## src/rtl/core/rrpia_pkg.sv

```systemverilog
// ---------------------------------------------------------------------------
// rrpia_pkg
// Shared types, codes and default sizes for the identifier allocator.
// ---------------------------------------------------------------------------
package rrpia_pkg;

	// default sizes
	localparam int ID_BITS    = 16;
	localparam int WORD_BITS  = 64;
	localparam int FIELD_ID_W = 16;
	localparam int ACTION_W   = 2;

	// request action codes on the input port
	localparam logic [ACTION_W-1:0] ACT_ALLOC   = 2'd0;
	localparam logic [ACTION_W-1:0] ACT_RELEASE = 2'd1;
	localparam logic [ACTION_W-1:0] ACT_QUERY   = 2'd2;

	// classified request kind, front to back
	typedef enum logic [1:0] {
		K_NOP,
		K_ALLOC,
		K_RELEASE,
		K_QUERY
	} cmd_kind_t;

	typedef struct packed {
		cmd_kind_t              kind;
		logic [FIELD_ID_W-1:0]  id;
	} cmd_t;

	// back end sequencer states
	typedef enum logic [1:0] {
		ST_CLEAR,
		ST_IDLE,
		ST_EVAL
	} back_state_t;

	// back end status seen by the top level
	typedef struct packed {
		logic clearing;
		logic cmd_pop;
	} back_stat_t;

endpackage

```

## src/rtl/core/rrpia_front.sv

```systemverilog
// ---------------------------------------------------------------------------
// rrpia_front
// Classifies incoming requests and holds them in a two-entry queue.
// ---------------------------------------------------------------------------
module rrpia_front #(
	parameter int ID_BITS = rrpia_pkg::ID_BITS
) (
	input  logic                                  clk,
	input  logic                                  arst_n,
	input  logic                                  wr,
	input  logic [rrpia_pkg::ACTION_W-1:0]        action,
	input  logic [rrpia_pkg::FIELD_ID_W-1:0]      packet_id,
	output logic                                  q_full,
	output logic                                  cmd_valid,
	output rrpia_pkg::cmd_t                       cmd,
	input  logic                                  cmd_pop
);

	rrpia_pkg::cmd_t  entry_q [2];
	logic             wr_ptr_q;
	logic             rd_ptr_q;
	logic [1:0]       cnt_q;
	rrpia_pkg::cmd_t  cls;
	logic [ID_BITS-1:0] id_trunc;

	// classify: identifier zero on release or query does nothing
	always_comb begin
		id_trunc = packet_id[ID_BITS-1:0];
		cls.id   = rrpia_pkg::FIELD_ID_W'(id_trunc);
		case (action)
			rrpia_pkg::ACT_ALLOC:   cls.kind = rrpia_pkg::K_ALLOC;
			rrpia_pkg::ACT_RELEASE: cls.kind = (id_trunc != '0) ? rrpia_pkg::K_RELEASE
			                                                    : rrpia_pkg::K_NOP;
			rrpia_pkg::ACT_QUERY:   cls.kind = (id_trunc != '0) ? rrpia_pkg::K_QUERY
			                                                    : rrpia_pkg::K_NOP;
			default:                cls.kind = rrpia_pkg::K_NOP;
		endcase
	end

	// queue storage
	always_ff @(posedge clk) begin
		if (wr) begin
			entry_q[wr_ptr_q] <= cls;
		end
	end

	// queue pointers
	always_ff @(posedge clk or negedge arst_n) begin
		if (!arst_n) begin
			wr_ptr_q <= 1'b0;
			rd_ptr_q <= 1'b0;
			cnt_q    <= 2'd0;
		end else begin
			if (wr) begin
				wr_ptr_q <= ~wr_ptr_q;
			end
			if (cmd_pop) begin
				rd_ptr_q <= ~rd_ptr_q;
			end
			if (wr && !cmd_pop) begin
				cnt_q <= cnt_q + 2'd1;
			end else if (!wr && cmd_pop) begin
				cnt_q <= cnt_q - 2'd1;
			end
		end
	end

	assign q_full    = (cnt_q == 2'd2);
	assign cmd_valid = (cnt_q != 2'd0);
	assign cmd       = entry_q[rd_ptr_q];

endmodule

```

## config.mk

```make
export PLATFORM = sky130hd
export DESIGN_NAME = rrpia_front
export DESIGN_NICKNAME = d
export VERILOG_FILES = /design/src/rtl/core/rrpia_pkg.sv /design/src/rtl/core/rrpia_front.sv
export SDC_FILE = /design/constraint.sdc
export NUM_CORES = 1
export LEC_CHECK = 0
export BUFFER_PORTS_ARGS = -buffer_cell sky130_fd_sc_hd__buf_2
export CORE_MARGIN = 2
export CORE_UTILIZATION = 35
export CTS_CLUSTER_DIAMETER = 120
export CTS_CLUSTER_SIZE = 14
export DETAILED_ROUTE_END_ITERATION = 7
export PLACE_DENSITY = 0.58
export SLEW_MARGIN = 15
export SYNTH_ARGS = -nofsm -noshare
export SYNTH_HDL_FRONTEND = slang
export SYNTH_SLANG_ARGS = --single-unit
```

## constraint.sdc

```tcl
create_clock -name clk -period 1.77 [get_ports clk]
set_input_delay 0.177 -clock clk [delete_from_list [all_inputs] [get_ports clk]]
set_output_delay 0.177 -clock clk [all_outputs]
set_load 0.01 [all_outputs]
```

# ---- Word-level counts from Yosys, hierarchy flattened
# Memories as Yosys holds them, arrays and structs flattened.
# Index checks and enable logic that the tools add are counted.
dict set report op_classes {
  n_addsub 2
  n_mul 0
  div_mod_pow 0
  order_cmp 0
  eq_ne 3
  shift 0
  n_mux 7
  bitwise_logic 2
  n_reduce_logical 8
}
# operator n
set ops {}
lappend ops {{$reduce_bool A16 Y1} 1}
lappend ops {{$mux W2} 4}
lappend ops {{$pmux W2 S3} 1}
lappend ops {{$eq A2 B2 Y1 const B} 2}
lappend ops {{$reduce_bool A2 Y1} 2}
lappend ops {{$add A2 B1 Y2 const B} 1}
lappend ops {{$eq A2 B1 Y1 const B} 1}
lappend ops {{$logic_and A1 B1 Y1} 2}
lappend ops {{$logic_not A1 Y1} 2}
lappend ops {{$logic_not A2 Y1} 1}
lappend ops {{$mux W1} 2}
lappend ops {{$not A1 Y1} 2}
lappend ops {{$sub A2 B1 Y2 const B} 1}
dict set report totals {
  reg_bits 4
  latchBits 0
  ramBits 36
  rom_bits 0
  output_inout_bits 20
  word_cells 26
  n_memories 1
}
# name depth width rd rd_clocked_by_memory_dff wr line_no
set memory_table {}
lappend memory_table {entry_q 2 18 1 0 1 rrpia_front.sv:19} ;# rrpia_pkg::cmd_t entry_q [2];

# ---- Longest topological paths before layout
# Gate-level depths: netlist of run 1.
dict set report depth {
  word_depth 4
  ltp_mapped 5
  depth_no_buf 5
}

# ---- Least setup slack after synthesis of run 1
# Ideal clock, no wire load.
dict set report synth_timing {
  path_kind {register to register}
  startpoint {reg wr_ptr_q}
  endpoint {mem entry_q[0][0] (netlist bit) (enable)}
  t_arrival_ns 1.227
  path_slack_ns 0.149
  stages_incl_launch_ff 2
  path_buffers 0
  period_less_slack_ns 1.621
  cell_sequence {dfrtp_1 nor2b_1}
}
# item line_no
set synth_lines {}
lappend synth_lines {{from (decl)} rrpia_front.sv:20} ;# logic wr_ptr_q;
lappend synth_lines {{from (signal assigned)} rrpia_front.sv:55} ;# wr_ptr_q <= ~wr_ptr_q;
lappend synth_lines {{to (decl)} rrpia_front.sv:19}
# Straight into the memory's write port.

==> results by group, run 1 <==
Setup path
  – Type of the worst setup path: reg -> out
  – Crit path max-delay family: buffers and inverters
  – R2R depth: 2
  – R2r startpoint: wr_ptr_q
  – CP bufs+invs: 2
  – Critical Path Max Stage Delay: 0.39 ns
  – Max Fanout on Critical Path: 18
  – Crit-path cells: buf_4 > mux2_2 > buf_2
  – Crit path required time: 1.59 ns
  – CP Depth: 3
  – Worst-path cell with the longest stage delay: mux2_2
  – Startpoint Class: flop
  – CP startpoint: rd_ptr_q
  – CP endpoint kind: primary output
  – WP data arrival: 1.50 ns

Die
  – Initial Utilization: 0.365
  – Die Span Y: 71.4 um
  – Core area: 4350 um^2
  – Die footprint: 5100 um^2
  – Std cell rows: 24
  – Die width: 71.4 um
  – I/O pins: 42

Timing
  – Clock skew: 0.00485 ns
  – Slew HR: 0.782
  – Fin. Hold Viols: 0
  – Period utilization: 0.949
  – Worst Max-Slew Pin Slew: 0.324 ns
  – Fin. max-slew vios: 0
  – Final setup viols: 0
  – RSZ-0062 raised after global routing: false
  – Fin crit period: 1.68 ns
  – FMAX: 0.595 GHz
  – Post-route setup TNS: 0 ns

Logic synthesis
  – Leading area contributor after synthesis: edfxtp_1
  – Synth warnings: 0
  – Most common cell in the synthesized netlist: edfxtp_1
  – Post-synth EDFFs: 36
  – Sequential-to-total area share from yosys stat: 0.743
  – Main synth FF type: edfxtp_1
  – Distinct cell type count after synthesis: 17
  – Mean Syn Cell Area: 19.9 um^2
  – Synth top cells by count: 36 x edfxtp_1, 9 x mux2_2, 9 x mux2_4
  – Area contributors post-synth: edfxtp_1 68%, mux2_4 8.5%, mux2_2 6.4%, dfrtp_1 6.3%, xor2_1 2.2%
  – Mapped cell area: 1590 um^2
  – Yosys top cell area share: 0.680
  – Syn nets: 103
  – Async SR Flop Fraction: 0.100
  – #FFs+latches synth: 40
  – Syn Inst Count: 80

Layout
  – ANT cells: 0
  – Seq. cell area: 1180 um^2
  – Final #Nets: 153
  – P&R area growth vs syn: 22.7%
  – Multi-input gate area: 375 um^2
  – Number of fill cells in the layout: 394
  – Share of cells above drive strength 1: 0.542

Min path
  – Hold Crit Start: cmd_pop
  – Worst Hold Depth: 2
  – HP Class: in -> reg

Routing
  – DR pass1 iterations: 3
  – Wire per inst: 14.5 um
  – Final wirelength: 2650 um
  – Initial DRC count: 61
  – DRC Markers: 0
  – Final ANT Viol Nets: 0
  – DR vias/cell: 4.56
  – Via count: 834

Clock network
  – CTS max path bufs: 2
  – CTS tree: yes
  – CTS-repair resized insts: 0
  – Sink Count: 40
  – Clk slew on worst S/H paths: 0.07 ns
  – Max H-tree Level: 2
  – Clk root buf: clkbuf_8
  – Worst-Skew Late Latency: 0.30 ns
  – CTS buffer count: 5

Power and ir drop
  – Power density over the cells: 1470 nW/um^2
  – Psw: 0.845 mW
  – Total power: 2.86 mW
  – Worst VDD drop: 0.677 mV
  – Sequential share of power: 0.470
  – Gate power share: 0.322
  – Power share of the clock group: 0.209
  – Switching share of power: 0.296
  – Leak pwr: 0.778 nW
  – Pint: 2.01 mW

Run
  – Max-cap viol count: 0

GRT
  – Largest net degree at the start of global routing: 19
  – First-pass GRT wire length: 4280 um
  – Gr usage total: 0.115
  – Vias in the first global route: 938
  – GRT overflow: 0
  – Initial antenna violation count: 0

Placed design
  – Port bufs: 41
  – Final GP Congestion: 0.693
  – Dpl hpwl: 1870 um

Status
  – Outcome: finished, final reports clean
routing by layer:
layer | share of wire | vias to the layer above | track usage
met1 | 0.42 | 395 | 0.130
met2 | 0.49 | 27 | 0.186
met3 | 0.066 | 8 | 0.0422
met5 | 0 | - | 0
li1 | - | 404 | -
met4 | 0.029 | 0 | 0.0692
state kept, by name, indices dropped and copies added, names as in the netlist:
register / cells
cnt_q: 2
rd_ptr_q: 1
entry_q: 36
wr_ptr_q: 1
through the flow:
| step | hold WS, ns | instances | utilization | area, um^2 | setup WS, ns |
|---|---|---|---|---|---|
| after floorplan | -0.119 | 80 | - | 1590 | 0.149 |
| after global placement | -0.0142 | 174 | 0.426 | 1850 | 0.420 |
| after detailed placement | -0.0112 | 174 | 0.426 | 1850 | 0.404 |
| after CTS | 0.0730 | 183 | 0.448 | 1950 | 0.0711 |
| after global routing | 0.0716 | 183 | 0.448 | 1950 | 0.0340 |
| final | 0.0816 | 183 | 0.448 | 1950 | 0.0902 |
cells in the final DEF, fill, tap and decap left out, types with 2 or more instances in the layout:
cell type / n
buf_2: 41
buf_4: 3
clkbuf_8: 5
dfrtp_1: 4
edfxtp_1: 36
mux2_2: 9
mux2_4: 9
nor2_1: 2
nor4_1: 4
xnor2_1: 2
xor2_1: 4
repair_timing:
item	in CTS	in global routing
endpoints found under the hold margin	4	0
hold buffers	1	0
setup endpoints to repair	0	0
setup buffers	0	0
path summary, 6_finish.rpt:
kind / end / slack [ns]
min in group asynchronous: cnt_q[0] / 0.23
hold reg to reg: rd_ptr_q / 0.48
setup reg to reg: entry_q[0][0] / 0.67
setup / recovery: cmd[16] / 0.09
max in group asynchronous: wr_ptr_q / 1.42
hold / removal: rd_ptr_q / 0.08
cell type report:
type / instances / area share
multi-input cells: 37 / 0.193
repair buffers: 45 / 0.122
flip-flops and latches: 40 / 0.606
well taps: 52 / 0.0334
clock buffers: 5 / 0.0353
inverters: 1 / 0.00193
clock inverters: 3 / 0.00899
power by group through the flow:
stage / clock network [mW] / registers [mW] / logic (mW)
floorplan: 0 / 1.34 / 0.681
global placement: 0 / 1.35 / 0.935
detailed placement: 0 / 1.37 / 0.937
CTS: 0.608 / 1.34 / 0.944
global route: 0.640 / 1.36 / 1.00
finish: 0.596 / 1.34 / 0.918
kinds of logic after synthesis:
| kind of cell | count (synthesis) | synth area share |
|---|---|---|
| compound gates | 1 | 0.00315 |
| simple gates | 11 | 0.0417 |
| xor+xnor | 6 | 0.0331 |
| buf+inv | 3 | 0.0220 |
| flops | 40 | 0.743 |
| fa+ha+maj | 1 | 0.00787 |
| mux | 18 | 0.149 |
worst register-to-register path, stage by stage, from the launching register on:
cell	delay, ns
dfrtp_1	0.41
nor2b_2	0.11
buf_4	0.26
No activity file was read; power rests on OpenSTA's default activity.
==> run 2, diff against run 1 <==
--- a/config.mk
+++ b/config.mk
@@ -6,12 +6,14 @@
 export NUM_CORES = 1
 export LEC_CHECK = 0
 export BUFFER_PORTS_ARGS = -buffer_cell sky130_fd_sc_hd__buf_2
+export CELL_PAD_IN_SITES_DETAIL_PLACEMENT = 0
+export CELL_PAD_IN_SITES_GLOBAL_PLACEMENT = 1
 export CORE_MARGIN = 2
 export CORE_UTILIZATION = 35
 export CTS_CLUSTER_DIAMETER = 120
 export CTS_CLUSTER_SIZE = 14
 export DETAILED_ROUTE_END_ITERATION = 7
-export PLACE_DENSITY = 0.58
+export PLACE_DENSITY = 0.67
 export SLEW_MARGIN = 15
 export SYNTH_ARGS = -nofsm -noshare
 export SYNTH_HDL_FRONTEND = slang
==> results by group, run 2 (synthesis gave the netlist of run 1 again) <==
Routing
  – DRC Markers: 0 (unchanged)
  – DR vias/cell: 4.68 (was 4.56)
  – Via count: 871 (was 834)
  – Final ANT Viol Nets: 0 (unchanged)
  – Final wirelength: 2810 um (was 2650 um)
  – DR pass1 iterations: 4 (was 3)
  – Initial DRC count: 36 (was 61)
  – Wire per inst: 15.1 um (was 14.5 um)

Layout
  – Top reg by flops: entry_q (unchanged)
  – Commonest non-fill, non-tap cell in the layout: buf_2 (unchanged)
  – Final #Nets: 156 (was 153)
  – Max FFs per register: 36 (unchanged)
  – Design Area, Final: 1970 um^2 (was 1950 um^2)
  – ANT cells: 0 (unchanged)
  – Number of fill cells in the layout: 372 (was 394)
  – Multi-input gate area: 375 um^2 (unchanged)
  – Seq. cell area: 1180 um^2 (unchanged)
  – Share of cells above drive strength 1: 0.552 (was 0.542)
  – Commonest non-fill, non-tap cells in the layout: 41 x buf_2, 36 x edfxtp_1, 9 x mux2_4, 9 x mux2_2, 6 x buf_4 (was 41 x buf_2, 36 x edfxtp_1, 9 x mux2_4, 9 x mux2_2, 5 x clkbuf_8)
  – P&R area growth vs syn: 24.0% (was 22.7%)
  – Largest registers: entry_q x36, cnt_q x2 (unchanged)

Power and ir drop
  – Leak pwr: 0.788 nW (was 0.778 nW)
  – Power density over the cells: 1470 nW/um^2 (about the same)
  – Total power: 2.89 mW (was 2.86 mW)
  – Worst VDD drop: 0.621 mV (was 0.677 mV)

Status
  – Outcome: finished, final reports clean (unchanged)

Timing
  – Period utilization: 0.855 (was 0.949)
  – Fin crit period: 1.51 ns (was 1.68 ns)
  – Fin. Hold Viols: 0 (unchanged)
  – Slew HR: 0.741 (was 0.782)
  – Fin. max-slew vios: 0 (unchanged)
  – Clock skew: 0.0109 ns (was 0.00485 ns)
  – RSZ-0062 raised after global routing: false (unchanged)
  – Final Hold Slack: 0.0890 ns (was 0.0816 ns)
  – Final setup viols: 0 (unchanged)
  – Worst Max-Slew Pin Slew: 0.385 ns (was 0.324 ns)
  – Post-route setup TNS: 0 ns (unchanged)
  – FMAX: 0.661 GHz (was 0.595 GHz)

Setup path
  – R2R Setup Slk: 0.72 ns (was 0.67 ns)
  – CP endpoint kind: primary output (unchanged)
  – R2R depth: 2 (unchanged)
  – Crit path required time: 1.59 ns (about the same)
  – Max Fanout on Critical Path: 9 (was 18)
  – RR Endpoint: entry_q[0][17] (was entry_q[0][0])
  – Critical Path Max Stage Delay: 0.35 ns (was 0.39 ns)
  – R2r startpoint: wr_ptr_q (unchanged)
  – WP data arrival: 1.34 ns (was 1.50 ns)
  – Type of the worst setup path: reg -> out (unchanged)
  – Crit-path cells: buf_4 > mux2_2 > buf_2 (unchanged)
  – Worst-path cell with the longest stage delay: mux2_2 (unchanged)
  – Startpoint Class: flop (unchanged)

Min path
  – Worst Hold Depth: 1 (was 2)
  – HP Class: in -> reg (unchanged)
  – Hold Crit Start: packet_id[15] (was cmd_pop)
  – Min-Delay Endpoint: entry_q[1][15] (was rd_ptr_q)

Clock network
  – CTS buffer count: 5 (unchanged)
  – CTS max path bufs: 2 (unchanged)
  – CTS tree: yes (unchanged)
  – Max H-tree Level: 2 (unchanged)
  – Sink Count: 40 (unchanged)
  – CTS-repair resized insts: 0 (unchanged)
  – Clk root buf: clkbuf_8 (unchanged)
  – Worst-Skew Late Latency: 0.29 ns (was 0.30 ns)
  – Clk slew on worst S/H paths: 0.08 ns (was 0.07 ns)

Die
  – I/O pins: 42 (unchanged)
  – Die footprint: 5100 um^2 (unchanged)
  – Std cell rows: 24 (unchanged)
  – Initial Utilization: 0.365 (unchanged)
  – Die width: 71.4 um (unchanged)
  – Core area: 4350 um^2 (unchanged)
  – Die Span Y: 71.4 um (unchanged)

Placed design
  – Placed inst area: 1880 um^2 (was 1850 um^2)
  – Final GP Congestion: 0.718 (was 0.693)
  – Port bufs: 41 (unchanged)
  – Dpl hpwl: 2060 um (was 1870 um)

Run
  – Max-cap viol count: 0 (unchanged)

GRT
  – GRT overflow: 0 (unchanged)
  – Gr usage total: 0.118 (was 0.115)
  – Initial antenna violation count: 0 (unchanged)
  – Largest net degree at the start of global routing: 14 (was 19)
  – First-pass GRT wire length: 4330 um (was 4280 um)
  – Vias in the first global route: 921 (was 938)
-- run 2: stage by stage --
step | setup slack (ns) | instances | util
after floorplan | 0.149 | 80 | -
after detailed placement | 0.424 | 177 | 0.431
after global placement | 0.424 | 177 | 0.431
final | 0.256 | 186 | 0.453
after CTS | 0.234 | 186 | 0.453
after global routing | 0.178 | 186 | 0.453
-- run 2: worst max-delay path by stage --
stage                             start        endpoint  cells after the start
after floorplan                wr_ptr_q   entry_q[0][0]                      1
after detailed placement  packet_id[13]  entry_q[0][16]                      4
after global routing           rd_ptr_q         cmd[15]                      3
after global placement    packet_id[13]  entry_q[0][16]                      4
final                          rd_ptr_q         cmd[15]                      3
after CTS                      rd_ptr_q         cmd[15]                      3
-- run 2: layer usage --
| layer | share of wire | vias to the layer above | track usage |
|---|---|---|---|
| li1 | - | 412 | - |
| met1 | 0.42 | 426 | 0.136 |
| met2 | 0.50 | 28 | 0.187 |
| met3 | 0.059 | 5 | 0.0408 |
| met4 | 0.017 | 0 | 0.0755 |
| met5 | 0 | - | 0 |
-- run 2: power breakdown --
part	internal [mW]	switching (mW)
registers	1.27	0.0754
logic	0.501	0.468
clock network	0.275	0.303
total	2.04	0.847
-- run 2: what timing repair did --
action / 4_1_cts / 5_1_grt
hold buffers: 1 / 0
buffers inserted: 0 / 0
endpoints found under the hold margin: 4 / 0
-- run 2: final cells by class --
cell class | count | area share
Clock buffer | 6 | 0.0368
Clock inverter | 2 | 0.00635
Inverter | 1 | 0.00190
Multi-Input combinational cell | 37 | 0.190
Sequential cell | 40 | 0.599
Tap cell | 52 | 0.0330
Timing Repair Buffer | 48 | 0.132
-- run 2: critical path: cells and delay by family, from the launching register on --
kind	cells	cell delay, ns
mux	1	0.35
buf+inv	2	0.36
flops	1	0.34
==> run 3, diff against run 2 <==
--- a/config.mk
+++ b/config.mk
@@ -13,8 +13,9 @@
 export CTS_CLUSTER_DIAMETER = 120
 export CTS_CLUSTER_SIZE = 14
 export DETAILED_ROUTE_END_ITERATION = 7
+export MAX_ROUTING_LAYER = met4
 export PLACE_DENSITY = 0.67
-export SLEW_MARGIN = 15
+export SKIP_LAST_GASP = 1
 export SYNTH_ARGS = -nofsm -noshare
 export SYNTH_HDL_FRONTEND = slang
 export SYNTH_SLANG_ARGS = --single-unit
==> results by group, run 3 (synthesis gave the netlist of run 1 again) <==
Placed design
  – Placed inst area: 1880 um^2 (unchanged)
  – Dpl cells: 177 (unchanged)
  – Port bufs: 41 (unchanged)
  – Final GP Congestion: 0.726 (was 0.718)
  – Place WS: 0.424 ns (unchanged)
  – Dpl hpwl: 2060 um (unchanged)

GRT
  – Vias in the first global route: 920 (was 921)
  – Largest net degree at the start of global routing: 14 (unchanged)
  – Gr usage total: 0.122 (was 0.118)
  – GRT overflow: 0 (unchanged)
  – First-pass GRT wire length: 4350 um (was 4330 um)
  – Initial antenna violation count: 0 (unchanged)

Layout
  – P&R area growth vs syn: 24.0% (unchanged)
  – Design Area, Final: 1970 um^2 (unchanged)
  – Top reg by flops: entry_q (unchanged)
  – Share of cells above drive strength 1: 0.552 (unchanged)
  – Largest registers: entry_q x36, cnt_q x2 (unchanged)
  – Layout Cells excl Fill: 186 (unchanged)
  – Commonest non-fill, non-tap cell in the layout: buf_2 (unchanged)
  – Max FFs per register: 36 (unchanged)
  – Final #Nets: 156 (unchanged)
  – Fin util: 0.453 (unchanged)
  – Commonest non-fill, non-tap cells in the layout: 41 x buf_2, 36 x edfxtp_1, 9 x mux2_4, 9 x mux2_2, 6 x buf_4 (unchanged)
  – ANT cells: 0 (unchanged)

Status
  – Outcome: finished, final reports clean (unchanged)

Run
  – Max-cap viol count: 0 (unchanged)

Clock network
  – CTS buffer count: 5 (unchanged)
  – Clk slew on worst S/H paths: 0.08 ns (about the same)
  – # Post-CTS Setup Buffers: 0 (unchanged)
  – Clk root buf: clkbuf_8 (unchanged)
  – CTS max path bufs: 2 (unchanged)
  – Max H-tree Level: 2 (unchanged)
  – CTS tree: yes (unchanged)
  – Worst-Skew Late Latency: 0.29 ns (about the same)
  – Sink Count: 40 (unchanged)

Timing
  – Post-route setup TNS: 0 ns (unchanged)
  – Period utilization: 0.855 (about the same)
  – FMAX: 0.661 GHz (about the same)
  – Final setup viols: 0 (unchanged)
  – Setup WS post-layout: 0.256 ns (about the same)
  – Slew HR: 0.741 (about the same)
  – RSZ-0062 raised after global routing: false (unchanged)
  – Fin. Hold Viols: 0 (unchanged)
  – Worst Max-Slew Pin Slew: 0.385 ns (about the same)
  – Final Hold Slack: 0.0877 ns (was 0.0890 ns)
  – Clock skew: 0.0112 ns (was 0.0109 ns)
  – Fin. max-slew vios: 0 (unchanged)
  – Fin crit period: 1.51 ns (about the same)

Routing
  – Wire per inst: 15.1 um (about the same)
  – DRC Markers: 0 (unchanged)
  – Initial DRC count: 37 (was 36)
  – DR vias/cell: 4.69 (was 4.68)
  – DR pass1 iterations: 4 (unchanged)
  – Final wirelength: 2820 um (was 2810 um)
  – Final ANT Viol Nets: 0 (unchanged)
  – Via count: 873 (was 871)

Setup path
  – CP endpoint kind: primary output (unchanged)
  – Startpoint Class: flop (unchanged)
  – Crit path required time: 1.59 ns (about the same)
  – Type of the worst setup path: reg -> out (unchanged)
  – WP data arrival: 1.34 ns (about the same)
  – Max Fanout on Critical Path: 9 (unchanged)

Power and ir drop
  – Leak pwr: 0.788 nW (unchanged)
  – Total power: 2.89 mW (about the same)
  – Power density over the cells: 1470 nW/um^2 (about the same)
  – Worst VDD drop: 0.621 mV (about the same)

Die
  – Std cell rows: 24 (unchanged)
  – Die Span Y: 71.4 um (unchanged)
  – Die width: 71.4 um (unchanged)
  – Initial Utilization: 0.365 (unchanged)
  – Die footprint: 5100 um^2 (unchanged)
  – I/O pins: 42 (unchanged)
  – Core area: 4350 um^2 (unchanged)

Min path
  – HP Class: in -> reg (unchanged)
==> run 3: cell counts in the layout (fill, tap and decap cells not counted) <==
No cell type changed its count.
==> run 3: metal layers <==
| layer | part of all wire | track usage | vias to the layer above |
|---|---|---|---|
| li1 | - | - | 412 |
| met1 | 0.41 | 0.137 | 426 |
| met2 | 0.50 | 0.187 | 28 |
| met3 | 0.069 | 0.0563 | 7 |
| met4 | 0.021 | 0.0566 | 0 |
| met5 | 0 | - | - |
==> run 3: path summary, 6_finish.rpt <==
check | slack, ns | startpoint | end | depth (start not counted)
worst max-delay path | 0.26 | rd_ptr_q | cmd[15] | 3
worst min-delay path | 0.09 | packet_id[15] | entry_q[1][15] | 1
worst max register to register | 0.72 | wr_ptr_q | entry_q[0][17] | 2
worst min register to register | 0.49 | cnt_q[1] | cnt_q[1] | 1
max in group asynchronous | 1.41 | arst_n | wr_ptr_q | 2
min in group asynchronous | 0.22 | arst_n | rd_ptr_q | 2
==> run 3: worst max-delay path, stage by stage, from the launching register on <==
cell and delay [ns]:
dfrtp_1 0.34, buf_4 0.22, mux2_2 0.35, buf_2 0.14
==> run 3: cell type report <==
class / instances / area [um^2]
Clock inverter: 2 / 12.5
Inverter: 1 / 3.75
Clock buffer: 6 / 72.6
Fill cell: 372 / 2380
Multi-Input combinational cell: 37 / 375
Timing Repair Buffer: 48 / 260
Sequential cell: 40 / 1180
Tap cell: 52 / 65.1
==> run 3: repair_timing <==
| action | 4_1_cts | 5_1_grt |
|---|---|---|
| resized for setup | 0 | 0 |
| setup endpoints to repair | 0 | 0 |
| endpoints found under the hold margin | 4 | 0 |
| hold buffers | 1 | 0 |
==> run 3: power breakdown <==
part           internal (mW)  switching, mW
clock network          0.275          0.302
logic                  0.501          0.469
registers               1.27         0.0754
